--- config.mk ---
export PLATFORM = sky130hd
export DESIGN_NAME = segment_endpoint_bridger_core
export DESIGN_NICKNAME = d
export VERILOG_FILES = /design/src/sv/seb_pkg.sv /design/src/sv/seb_ram.sv /design/src/sv/segment_endpoint_bridger_core.sv
export SDC_FILE = /design/constraint.sdc
export NUM_CORES = 2
export LEC_CHECK = 0
export BUFFER_PORTS_ARGS = -buffer_cell sky130_fd_sc_hd__buf_4
export CORE_MARGIN = 2
export CORE_UTILIZATION = 53
export CTS_CLUSTER_SIZE = 8
export DETAILED_ROUTE_END_ITERATION = 16
export PLACE_DENSITY = 0.67
export SLEW_MARGIN = 15
export SYNTH_ARGS = -nofsm -noshare
export SYNTH_HDL_FRONTEND = slang
export SYNTH_SLANG_ARGS = --single-unit
--- constraint.sdc ---
create_clock -name clk -period 27.3 [get_ports clk]
set_input_delay 1.365 -clock clk [delete_from_list [all_inputs] [get_ports clk]]
set_output_delay 1.365 -clock clk [all_outputs]
set_load 0.01 [all_outputs]
--- src/sv/seb_pkg.sv ---
`default_nettype none

package seb_pkg;

	localparam int MAX_SEGMENTS_DEF = 32;
	localparam int COORD_BITS_DEF   = 12;

	localparam int          THRESH_W     = 16;
	localparam logic [15:0] THRESH_RESET = 16'd1440;
	localparam int          DIST_LIMIT   = 50000;

	// endpoint combination codes: bit 1 picks the stored end, bit 0 the new end
	localparam logic [1:0] PAIR_SS = 2'b00;
	localparam logic [1:0] PAIR_SE = 2'b01;
	localparam logic [1:0] PAIR_ES = 2'b10;
	localparam logic [1:0] PAIR_EE = 2'b11;

endpackage

`default_nettype wire

--- src/sv/seb_ram.sv ---
`default_nettype none

module seb_ram #(
	parameter int WIDTH = 48,
	parameter int DEPTH = 32
) (
	input  wire logic                     clk,
	input  wire logic                     we,
	input  wire logic [$clog2(DEPTH)-1:0] waddr,
	input  wire logic [WIDTH-1:0]         wdata,
	input  wire logic                     re,
	input  wire logic [$clog2(DEPTH)-1:0] raddr,
	output      logic [WIDTH-1:0]         rdata
);

	logic [WIDTH-1:0] mem_q [DEPTH];

	always_ff @(posedge clk) begin
		if (we) begin
			mem_q[waddr] <= wdata;
		end
		if (re) begin
			rdata <= mem_q[raddr];
		end
	end

endmodule

`default_nettype wire

--- src/sv/segment_endpoint_bridger_core.sv ---
`default_nettype none

// Segment endpoint bridger. Each accepted segment is compared with every
// segment stored in the current set, oldest first; for each stored segment
// the closest of the four endpoint pairs is found (first wins on a tie) and a
// bridge item from the stored endpoint to the new endpoint is sent out when
// its squared distance is below both distance_threshold and 50000. The last
// bridge caused by one segment carries last_of_run. new_set empties the store
// first; the store keeps up to MAX_SEGMENTS-1 segments, later ones are still
// compared but not kept. Each stored segment takes one memory read, four passes
// through the single shared squared-distance unit (two small multipliers
// followed by one add and compare), a drain state and a decision state; the
// decision and the final flush wait while a held bridge meets a stalled output.
// in_stall is high from acceptance until the block is idle again.
// distance_threshold is written through cfg_wr_en and cfg_wr_data; the user
// must write it only while the block is idle, as the block does not enforce it.

module segment_endpoint_bridger_core #(
	parameter int MAX_SEGMENTS = seb_pkg::MAX_SEGMENTS_DEF,
	parameter int COORD_BITS   = seb_pkg::COORD_BITS_DEF
) (
	input  wire logic                          clk,
	input  wire logic                          arst_n,

	input  wire logic                          cfg_wr_en,
	input  wire logic [seb_pkg::THRESH_W-1:0]  cfg_wr_data,

	input  wire logic                          in_valid,
	output      logic                          in_stall,
	input  wire logic                          new_set,
	input  wire logic [COORD_BITS-1:0]         seg_x_start,
	input  wire logic [COORD_BITS-1:0]         seg_y_start,
	input  wire logic [COORD_BITS-1:0]         seg_x_end,
	input  wire logic [COORD_BITS-1:0]         seg_y_end,

	output      logic                          out_valid,
	input  wire logic                          out_stall,
	output      logic [COORD_BITS-1:0]         bridge_x_from,
	output      logic [COORD_BITS-1:0]         bridge_y_from,
	output      logic [COORD_BITS-1:0]         bridge_x_to,
	output      logic [COORD_BITS-1:0]         bridge_y_to,
	output      logic                          last_of_run
);

	import seb_pkg::*;

	localparam int CW    = COORD_BITS;
	localparam int IW    = $clog2(MAX_SEGMENTS);
	localparam int SW    = 4 * CW;
	localparam int SQW   = 2 * CW;
	localparam int DW    = (2 * CW + 1 > 17) ? 2 * CW + 1 : 17;
	localparam logic [IW-1:0] CAP   = IW'(MAX_SEGMENTS - 1);
	localparam logic [DW-1:0] LIMIT = DW'(DIST_LIMIT);

	typedef enum logic [6:0] {
		ST_IDLE  = 7'b0000001,
		ST_RD    = 7'b0000010,
		ST_MUL   = 7'b0000100,
		ST_FIN   = 7'b0001000,
		ST_DEC   = 7'b0010000,
		ST_FLUSH = 7'b0100000,
		ST_SPARE = 7'b1000000
	} state_t;

	typedef struct packed {
		logic [CW-1:0] x_from;
		logic [CW-1:0] y_from;
		logic [CW-1:0] x_to;
		logic [CW-1:0] y_to;
	} bridge_t;

	state_t state_q, state_d;

	logic [THRESH_W-1:0] thresh_q;
	logic [IW-1:0]       cnt_q;
	logic [IW-1:0]       n_q;
	logic [IW-1:0]       idx_q;
	logic [1:0]          k_q;
	logic [SW-1:0]       new_q;

	logic [SW-1:0]       rd_data;
	logic [SQW-1:0]      sqx_s1, sqy_s1;
	logic [1:0]          k_s1;
	logic                v_s1;
	logic [DW-1:0]       best_q;
	logic [1:0]          pick_q;
	logic                found_q;

	bridge_t             pend_q, cand;
	logic                pend_v_q;
	bridge_t             out_q;
	logic                out_v_q, out_last_q;

	logic                in_acc;
	logic [IW-1:0]       eff_cnt;
	logic                room;
	logic [CW-1:0]       sx, sy, nx, ny, dx, dy;
	logic [DW-1:0]       dsum;
	logic                bridge_hit, out_free, push, push_last;

	assign in_stall = (state_q != ST_IDLE);
	assign in_acc   = in_valid && !in_stall;
	assign eff_cnt  = new_set ? '0 : cnt_q;
	assign room     = (eff_cnt < CAP);

	seb_ram #(
		.WIDTH(SW),
		.DEPTH(MAX_SEGMENTS)
	) u_store (
		.clk  (clk),
		.we   (in_acc && room),
		.waddr(eff_cnt),
		.wdata({seg_x_start, seg_y_start, seg_x_end, seg_y_end}),
		.re   (state_q == ST_RD),
		.raddr(idx_q),
		.rdata(rd_data)
	);

	// shared squared-distance unit, one endpoint pair per cycle
	always_comb begin
		sx = k_q[1] ? rd_data[CW+:CW]     : rd_data[3*CW+:CW];
		sy = k_q[1] ? rd_data[0+:CW]      : rd_data[2*CW+:CW];
		nx = k_q[0] ? new_q[CW+:CW]       : new_q[3*CW+:CW];
		ny = k_q[0] ? new_q[0+:CW]        : new_q[2*CW+:CW];
		dx = (sx > nx) ? sx - nx : nx - sx;
		dy = (sy > ny) ? sy - ny : ny - sy;
	end

	assign dsum = DW'(sqx_s1) + DW'(sqy_s1);

	always_comb begin
		cand.x_from = pick_q[1] ? rd_data[CW+:CW] : rd_data[3*CW+:CW];
		cand.y_from = pick_q[1] ? rd_data[0+:CW]  : rd_data[2*CW+:CW];
		cand.x_to   = pick_q[0] ? new_q[CW+:CW]   : new_q[3*CW+:CW];
		cand.y_to   = pick_q[0] ? new_q[0+:CW]    : new_q[2*CW+:CW];
	end

	assign bridge_hit = found_q && (best_q < DW'(thresh_q));
	assign out_free   = !out_v_q || !out_stall;
	assign push       = pend_v_q && out_free &&
	                    ((state_q == ST_DEC && bridge_hit) || state_q == ST_FLUSH);
	assign push_last  = (state_q == ST_FLUSH);

	always_comb begin
		state_d = state_q;
		case (state_q)
			ST_IDLE: begin
				if (in_acc) begin
					state_d = (eff_cnt == '0) ? ST_FLUSH : ST_RD;
				end
			end
			ST_RD:  state_d = ST_MUL;
			ST_MUL: begin
				if (k_q == PAIR_EE) begin
					state_d = ST_FIN;
				end
			end
			ST_FIN: state_d = ST_DEC;
			ST_DEC: begin
				if (!(bridge_hit && pend_v_q && !out_free)) begin
					state_d = (idx_q == n_q - 1'b1) ? ST_FLUSH : ST_RD;
				end
			end
			ST_FLUSH: begin
				if (!pend_v_q || out_free) begin
					state_d = ST_IDLE;
				end
			end
			default: state_d = ST_IDLE;
		endcase
	end

	always_ff @(posedge clk or negedge arst_n) begin
		if (!arst_n) begin
			state_q    <= ST_IDLE;
			thresh_q   <= THRESH_RESET;
			cnt_q      <= '0;
			n_q        <= '0;
			idx_q      <= '0;
			k_q        <= PAIR_SS;
			v_s1       <= 1'b0;
			found_q    <= 1'b0;
			pend_v_q   <= 1'b0;
			out_v_q    <= 1'b0;
			out_last_q <= 1'b0;
		end else begin
			state_q <= state_d;
			if (cfg_wr_en) begin
				thresh_q <= cfg_wr_data;
			end
			if (in_acc) begin
				cnt_q <= room ? eff_cnt + 1'b1 : eff_cnt;
				n_q   <= eff_cnt;
				idx_q <= '0;
			end
			if (state_q == ST_RD) begin
				k_q <= PAIR_SS;
			end else if (state_q == ST_MUL) begin
				k_q <= k_q + 1'b1;
			end
			v_s1 <= (state_q == ST_MUL);
			if (state_q == ST_RD) begin
				found_q <= 1'b0;
			end else if (v_s1 && dsum < best_q) begin
				found_q <= 1'b1;
			end
			if (state_q == ST_DEC && state_d != ST_DEC) begin
				idx_q <= idx_q + 1'b1;
				if (bridge_hit) begin
					pend_v_q <= 1'b1;
				end
			end
			if (state_q == ST_FLUSH && push) begin
				pend_v_q <= 1'b0;
			end
			if (push) begin
				out_v_q    <= 1'b1;
				out_last_q <= push_last;
			end else if (out_v_q && !out_stall) begin
				out_v_q <= 1'b0;
			end
		end
	end

	always_ff @(posedge clk) begin
		if (in_acc) begin
			new_q <= {seg_x_start, seg_y_start, seg_x_end, seg_y_end};
		end
		if (state_q == ST_MUL) begin
			sqx_s1 <= SQW'(dx * dx);
			sqy_s1 <= SQW'(dy * dy);
			k_s1   <= k_q;
		end
		if (state_q == ST_RD) begin
			best_q <= LIMIT;
		end else if (v_s1 && dsum < best_q) begin
			best_q <= dsum;
			pick_q <= k_s1;
		end
		if (state_q == ST_DEC && state_d != ST_DEC && bridge_hit) begin
			pend_q <= cand;
		end
		if (push) begin
			out_q <= pend_q;
		end
	end

	assign out_valid     = out_v_q;
	assign bridge_x_from = out_q.x_from;
	assign bridge_y_from = out_q.y_from;
	assign bridge_x_to   = out_q.x_to;
	assign bridge_y_to   = out_q.y_to;
	assign last_of_run   = out_last_q;

	// store never grows past its capacity
	assert property (@(posedge clk) disable iff (!arst_n) cnt_q <= CAP)
		else $error("stored count beyond capacity");

	// every read addresses a segment of the current set
	assert property (@(posedge clk) disable iff (!arst_n)
		state_q == ST_RD |-> idx_q < n_q)
		else $error("read beyond stored segments");

	// a held bridge is always flushed before the next item is taken
	assert property (@(posedge clk) disable iff (!arst_n)
		state_q == ST_IDLE |-> !pend_v_q)
		else $error("bridge left pending while idle");

	// each read is followed by the four distance passes
	assert property (@(posedge clk) disable iff (!arst_n)
		state_q == ST_RD |=> state_q == ST_MUL && k_q == PAIR_SS)
		else $error("distance passes not started after read");

endmodule

`default_nettype wire

---- Word level (Yosys, flattened, before mapping) ----
Memories as Yosys holds them, arrays and structs flattened. A register that Yosys moved wholly into a read port is not among the register bits.
Index checks and enable logic that the tools add are counted.
word-level totals
  register bits after elaboration ......... 266
  memories kept ........................... 1
  ROM bits ................................ 0
  bits of input ports ..................... 70
  output and inout port bits .............. 51
  RAM bits ................................ 1536
  bits in latches ......................... 0
  word-level logic and storage cells ...... 115
memories
  memory         words  bits a word  rd ports  clocked after memory_dff  write ports  line           text
  u_store.mem_q  32     48           1         1                         1            seb_ram.sv:16  logic [WIDTH-1:0] mem_q [DEPTH];
operators by class
  eq/ne operators ......................... 10
  muxes and demuxes ....................... 32
  div/mod/pow operators ................... 0
  reductions and logical operators ........ 30
  multipliers ............................. 2
  bitwise operators ....................... 1
  $add $sub $neg .......................... 9
  shift operators ......................... 0
  order comparisons ....................... 5
operators with widths
  kind                                                                     count
  12-bit two-way mux                                                       10
  12-bit by 12-bit multiplier with 24-bit output                           2
  12-bit subtractor                                                        4
  7-bit case mux with 6 select lines                                       1
  7-bit two-way mux                                                        4
  24-bit by 24-bit adder with 25-bit output                                1
  25-bit by 16-bit < comparator with 1-bit output                          1
  25-bit < comparator                                                      1
  12-bit > comparator                                                      2
  5-bit two-way mux                                                        4
  1-bit logical AND                                                        13
  6-bit two-way mux                                                        2
  2-bit nonzero test                                                       6
  5-bit by 1-bit adder with 5-bit output, second input constant            2
  1-bit two-way mux                                                        9
  7-bit by 1-bit equality test with 1-bit output, second input constant    1
  7-bit by 2-bit equality test with 1-bit output, second input constant    1
  7-bit by 3-bit equality test with 1-bit output, second input constant    1
  7-bit by 4-bit equality test with 1-bit output, second input constant    1
  7-bit by 5-bit equality test with 1-bit output, second input constant    1
  7-bit by 6-bit equality test with 1-bit output, second input constant    1
  7-bit by 1-bit inequality test with 1-bit output, second input constant  1
  7-bit by 5-bit inequality test with 1-bit output, second input constant  1
  5-bit equality test                                                      1
  other kinds (10)                                                         18

---- Logic depth before layout (Yosys ltp) ----
  word-level depth ........................ 10
  depth in mapped cells ................... 36
  mapped depth without buffers ............ 34

---- Cells and area by module ----
Synthesis repeated with hierarchy kept, for this count alone.
unflattened totals
  cells, all modules ...................... 5398
  area, all modules ....................... 82584.2 sq um
by module, submodules not included
  module                         cells an instance  area an instance (sq um)  instances
  seb_ram                        3364               61205.0                   1
  segment_endpoint_bridger_core  2034               21379.3                   1

---- Least setup slack after synthesis ----
Ideal clock, no wire load.
  path type ............................... register to register
  start ................................... reg k_q[1]
  end ..................................... reg sqy_s1[23] (data pin)
  data arrival time ....................... 8.285 ns
  period minus slack after synthesis ...... 8.555 ns
  cell stages (with the launch flop) ...... 32
  setup slack ............................. 18.745 ns
  data required time ...................... 27.031 ns
  buffers on the path ..................... 4
  cells stage by stage .................... dfrtp_1 > clkbuf_1 > clkbuf_1 > mux2i_1 > inv_1 > ha_1 > and2_1 > a221o_1 > o21a_1 > or4_4 > nand2_1 > buf_4 > mux2i_1 > xnor2_1 > buf_4 > or2_2 > fa_1 > inv_1 > fa_1 > fa_1 > fa_1 > inv_1 > fa_1 > inv_1 > ha_1 > nand3_1 > o311ai_0 > a21o_1 > a21o_1 > nand4_1 > a41oi_1 > xor3_1
between the ends
  cells in the longest elaborated chain, start to end .. 4
  elaborated cells on any way between the ends .. 6
ends and longest elaborated chain
  element                                                          line                                  text
  start, declared                                                  segment_endpoint_bridger_core.sv:78   logic [1:0] k_q;
  start signal, assigned                                           segment_endpoint_bridger_core.sv:199  k_q <= k_q + 1'b1;
  12-bit two-way mux (*)                                           segment_endpoint_bridger_core.sv:122  sy = k_q[1] ? rd_data[0+:CW] : rd_data[2*CW+:CW];
  12-bit subtractor / 12-bit > comparator (equally long branches)  segment_endpoint_bridger_core.sv:126  dy = (sy > ny) ? sy - ny : ny - sy;
  12-bit two-way mux (*)                                           segment_endpoint_bridger_core.sv:126
  12-bit by 12-bit multiplier with 24-bit output (*)               segment_endpoint_bridger_core.sv:231  sqy_s1 <= SQW'(dy * dy);
  end signal, assigned                                             segment_endpoint_bridger_core.sv:231
  end, declared                                                    segment_endpoint_bridger_core.sv:82   logic [SQW-1:0] sqx_s1, sqy_s1;
Every way passes the cells marked *; elsewhere a longest branch is shown, timed or not.
A chain may end at the register's enable or synchronous reset.

---- Worst setup path in the final report ----
Same ends and word-level chain as after synthesis.

==> results.toml <==
[floorplanning]
start_util = 0.533
core_um2 = 152000
die_w_um = 395
rows = 143
io_pins = 121
die_y_um = 395
dieArea_um2 = 156000

[power]
powerDensity_nw_per_um2 = 112
vdd_drop_max_mv = 0.247
cellLeakagePower_uw = 0.0313
power_frac_seq = 0.332
pwr-share-clk = 0.290
sw_frac_of_total = 0.329
power_frac_comb = 0.378
p_switching_uw = 3390
intPower_uw = 6900

[finish]
finalNetCount = 5050
drive_gt1_frac = 0.253
area_growth_syn_to_layout_pct = 13.8
mostFrequentLayoutCell = "edfxtp_1"
final_cell_mix = "edfxtp_1, mux4_2, inv_1, clkbuf_16, ha_1"

[synth]
ys_warn_count = 0
ys_ff_latch = 1848
yosys.area.top_type = "edfxtp_1"
synth_cell_types = 84
async_flop_share = 0.0244
avgSynthCellArea_um2 = 18.9
synth_flop_cell = "edfxtp_1"
netlist_instances = 4284
netlist_area_um2 = 80900
syn_nets = 4740
ys_seq_area_frac = 0.680
yosys.area.top_type_share = 0.660
synth_enable_flop_cells = 1778
yosys-top-cells-area = "edfxtp_1, mux4_2, fa_1"

[timing]
slew_viol_final = 0
finalHoldViolations = 0
tightestPinTransition_ns = 1.15
maxSlewHeadroom = 0.235
rsz0062_at_grt = "false"
post-route-period-util = 0.345
finalSetupTns_ns = 0
layout_setup_ws_ns = 17.88
skew_ns = 0.0589
setup_viol = 0
clock.fmax_mhz = 106
fin_crit_ns = 9.42

[worst_setup_path]
max_stage_delay_ns = 0.98
start_kind = "flop"
critical_path_required_ns = 27.91
critPathSlowestCell = "dfrtp_2"
reg2regPathDepth = 30
r2r-start = "k_q[1]"
worstSetupEndpointType = "flop"
critical_path_class = "flop to flop"
rrSetupSlack_ns = 17.88
critPathMaxFanout = 27
cp_data_arrival_time_ns = 10.04
r2r_end = "sqy_s1[23]"
cpMostUsedCell = "inv_1"

[detailed_routing]
drc = 0
wl_mm = 207
via_count = 41400
drt_iter0_drc = 4354
detail-route-antenna-nets = 0
avgViaCountPerCell = 6.21
wl_per_cell_um = 31.1
firstDrtPassIters = 5

[clocking]
postCtsSetupRepairBufs = 0
max-clock-path-buffers = 4
cts_resized = 0
cts_sinks = 1848
cts_hold_buf = 0
htreeDepth = 5
path_clk_slew_ns = 0.05
cts_buffers = 281
clk_latency_ns = 0.91
cts_root_buf = "clkbuf_16"
cts_tree = "done"

[job]
maxCapViolCount = 0

[grt]
grt_pass1_wl_mm = 298
gr-usage-met1 = 0.366
grt_overflow = 0
met2_usage = 0.438
grt_usage = 0.269
antenna_found_initial = 11
first_global_vias = 42200
use_met3 = 0.0589
grt_max_degree = 135
grt_most_used_layer = "met2"

[placed_design]
hpwl_mm = 119
io_buffers = 120
dp_slack_ns = 17.64
gp_congestion = 0.905

[worst_hold_path]
hp-class = "flop to flop"
hold_start = "pend_q[29]"
min_to = "bridge_y_from[5]"
holdPathStages = 0

[status]
outcome = "completed"
==> through the flow <==
step	total power (uW)	cell area, um^2	std cells	utilization	hold WS, ns
2_1_floorplan	6460	80900	4284	-	0.400
3_3_place_gp	7330	84600	6341	0.558	0.401
3_5_place_dp	7370	84600	6341	0.558	0.405
4_1_cts	10400	92000	6669	0.606	0.405
5_1_grt	11000	92000	6671	0.607	0.415
6_report	10300	92000	6672	0.607	0.405
==> layout make-up <==
type / count / area (um^2)
sequential: 1848 / 55000
antenna: 3 / 7.51
clock buffer: 322 / 7360
tap: 2030 / 2540
multi-input combinational: 1922 / 24200
timing repair buffer: 198 / 1560
fill: 10800 / 59700
inverter: 343 / 1290
clock inverter: 6 / 66.3
==> synthesized netlist by cell type (5+ instances only) <==
master / number
or2_2: 28
a31oi_1: 9
fa_1: 161
nand2_1: 91
a21o_1: 38
o21a_1: 15
mux2_2: 105
mux4_2: 480
clkbuf_1: 112
dfrtp_1: 40
buf_2: 14
and4_1: 6
a21oi_1: 79
nor4_1: 9
xor2_1: 26
nor3_1: 21
ha_1: 225
o211ai_1: 9
xnor2_1: 55
a211oi_1: 17
nand4_1: 9
dfxtp_1: 25
nand3_1: 25
o21ai_0: 61
nor2b_1: 25
inv_1: 340
buf_1: 40
nor2_1: 210
nand2b_1: 31
or3_1: 6
edfxtp_1: 1778
dfstp_2: 5
o21bai_1: 11
mux2i_1: 80
==> power groups by stage <==
stage	registers (uW)	clock network [uW]	logic, uW
global placement	3470	0	3870
finish	3420	2980	3900
global route	3420	3150	4480
detailed placement	3470	0	3900
floorplan	3450	0	3010
CTS	3420	3020	3940
==> registers in the layout, summed over array words and instances (netlist names), 7 cells and up <==
name	count
pend_q	48
bridge_x_from	12
bridge_y_from	12
u_store.mem_q	1536
sqy_s1	23
best_q	25
sqx_s1	23
state_q	7
bridge_y_to	12
u_store.rdata	48
bridge_x_to	12
new_q	48
thresh_q	16
==> worst max path at each step <==
| stage | endpoint | slack [ns] | start |
|---|---|---|---|
| 2_1_floorplan | sqy_s1[23] | 18.75 | k_q[1] |
| 3_3_place_gp | sqy_s1[23] | 17.73 | k_q[1] |
| 3_5_place_dp | sqy_s1[23] | 17.64 | k_q[1] |
| 4_1_cts | sqy_s1[23] | 17.61 | k_q[1] |
| 5_1_grt | sqy_s1[23] | 17.43 | k_q[1] |
| 6_report | sqy_s1[23] | 17.88 | k_q[1] |
==> critical path, delay by kind of cell (launching register included) <==
family / cells / cell delay (ns)
xor+xnor: 2 / 0.59
simple gates: 6 / 1.88
compound gates: 6 / 1.41
mux: 2 / 0.68
fa+ha+maj: 7 / 3.06
flops: 1 / 0.98
buf+inv: 7 / 0.56
==> per-layer routing <==
layer | share of wire | wire length, um
met5 | 0.00042 | 88
met4 | 0.028 | 5880
met3 | 0.079 | 16400
met2 | 0.50 | 103000
met1 | 0.40 | 82200
==> cell families after synthesis <==
kind of cell    Yosys count  share of synthesized area
compound gates          292                     0.0235
flops                  1848                      0.680
buf+inv                 514                     0.0244
fa+ha+maj               386                     0.0746
other cells               1                  0.0000464
simple gates            490                     0.0288
mux                     667                      0.159
xor+xnor                 86                    0.00987
Note: power is estimated with default switching activity, not from simulation.
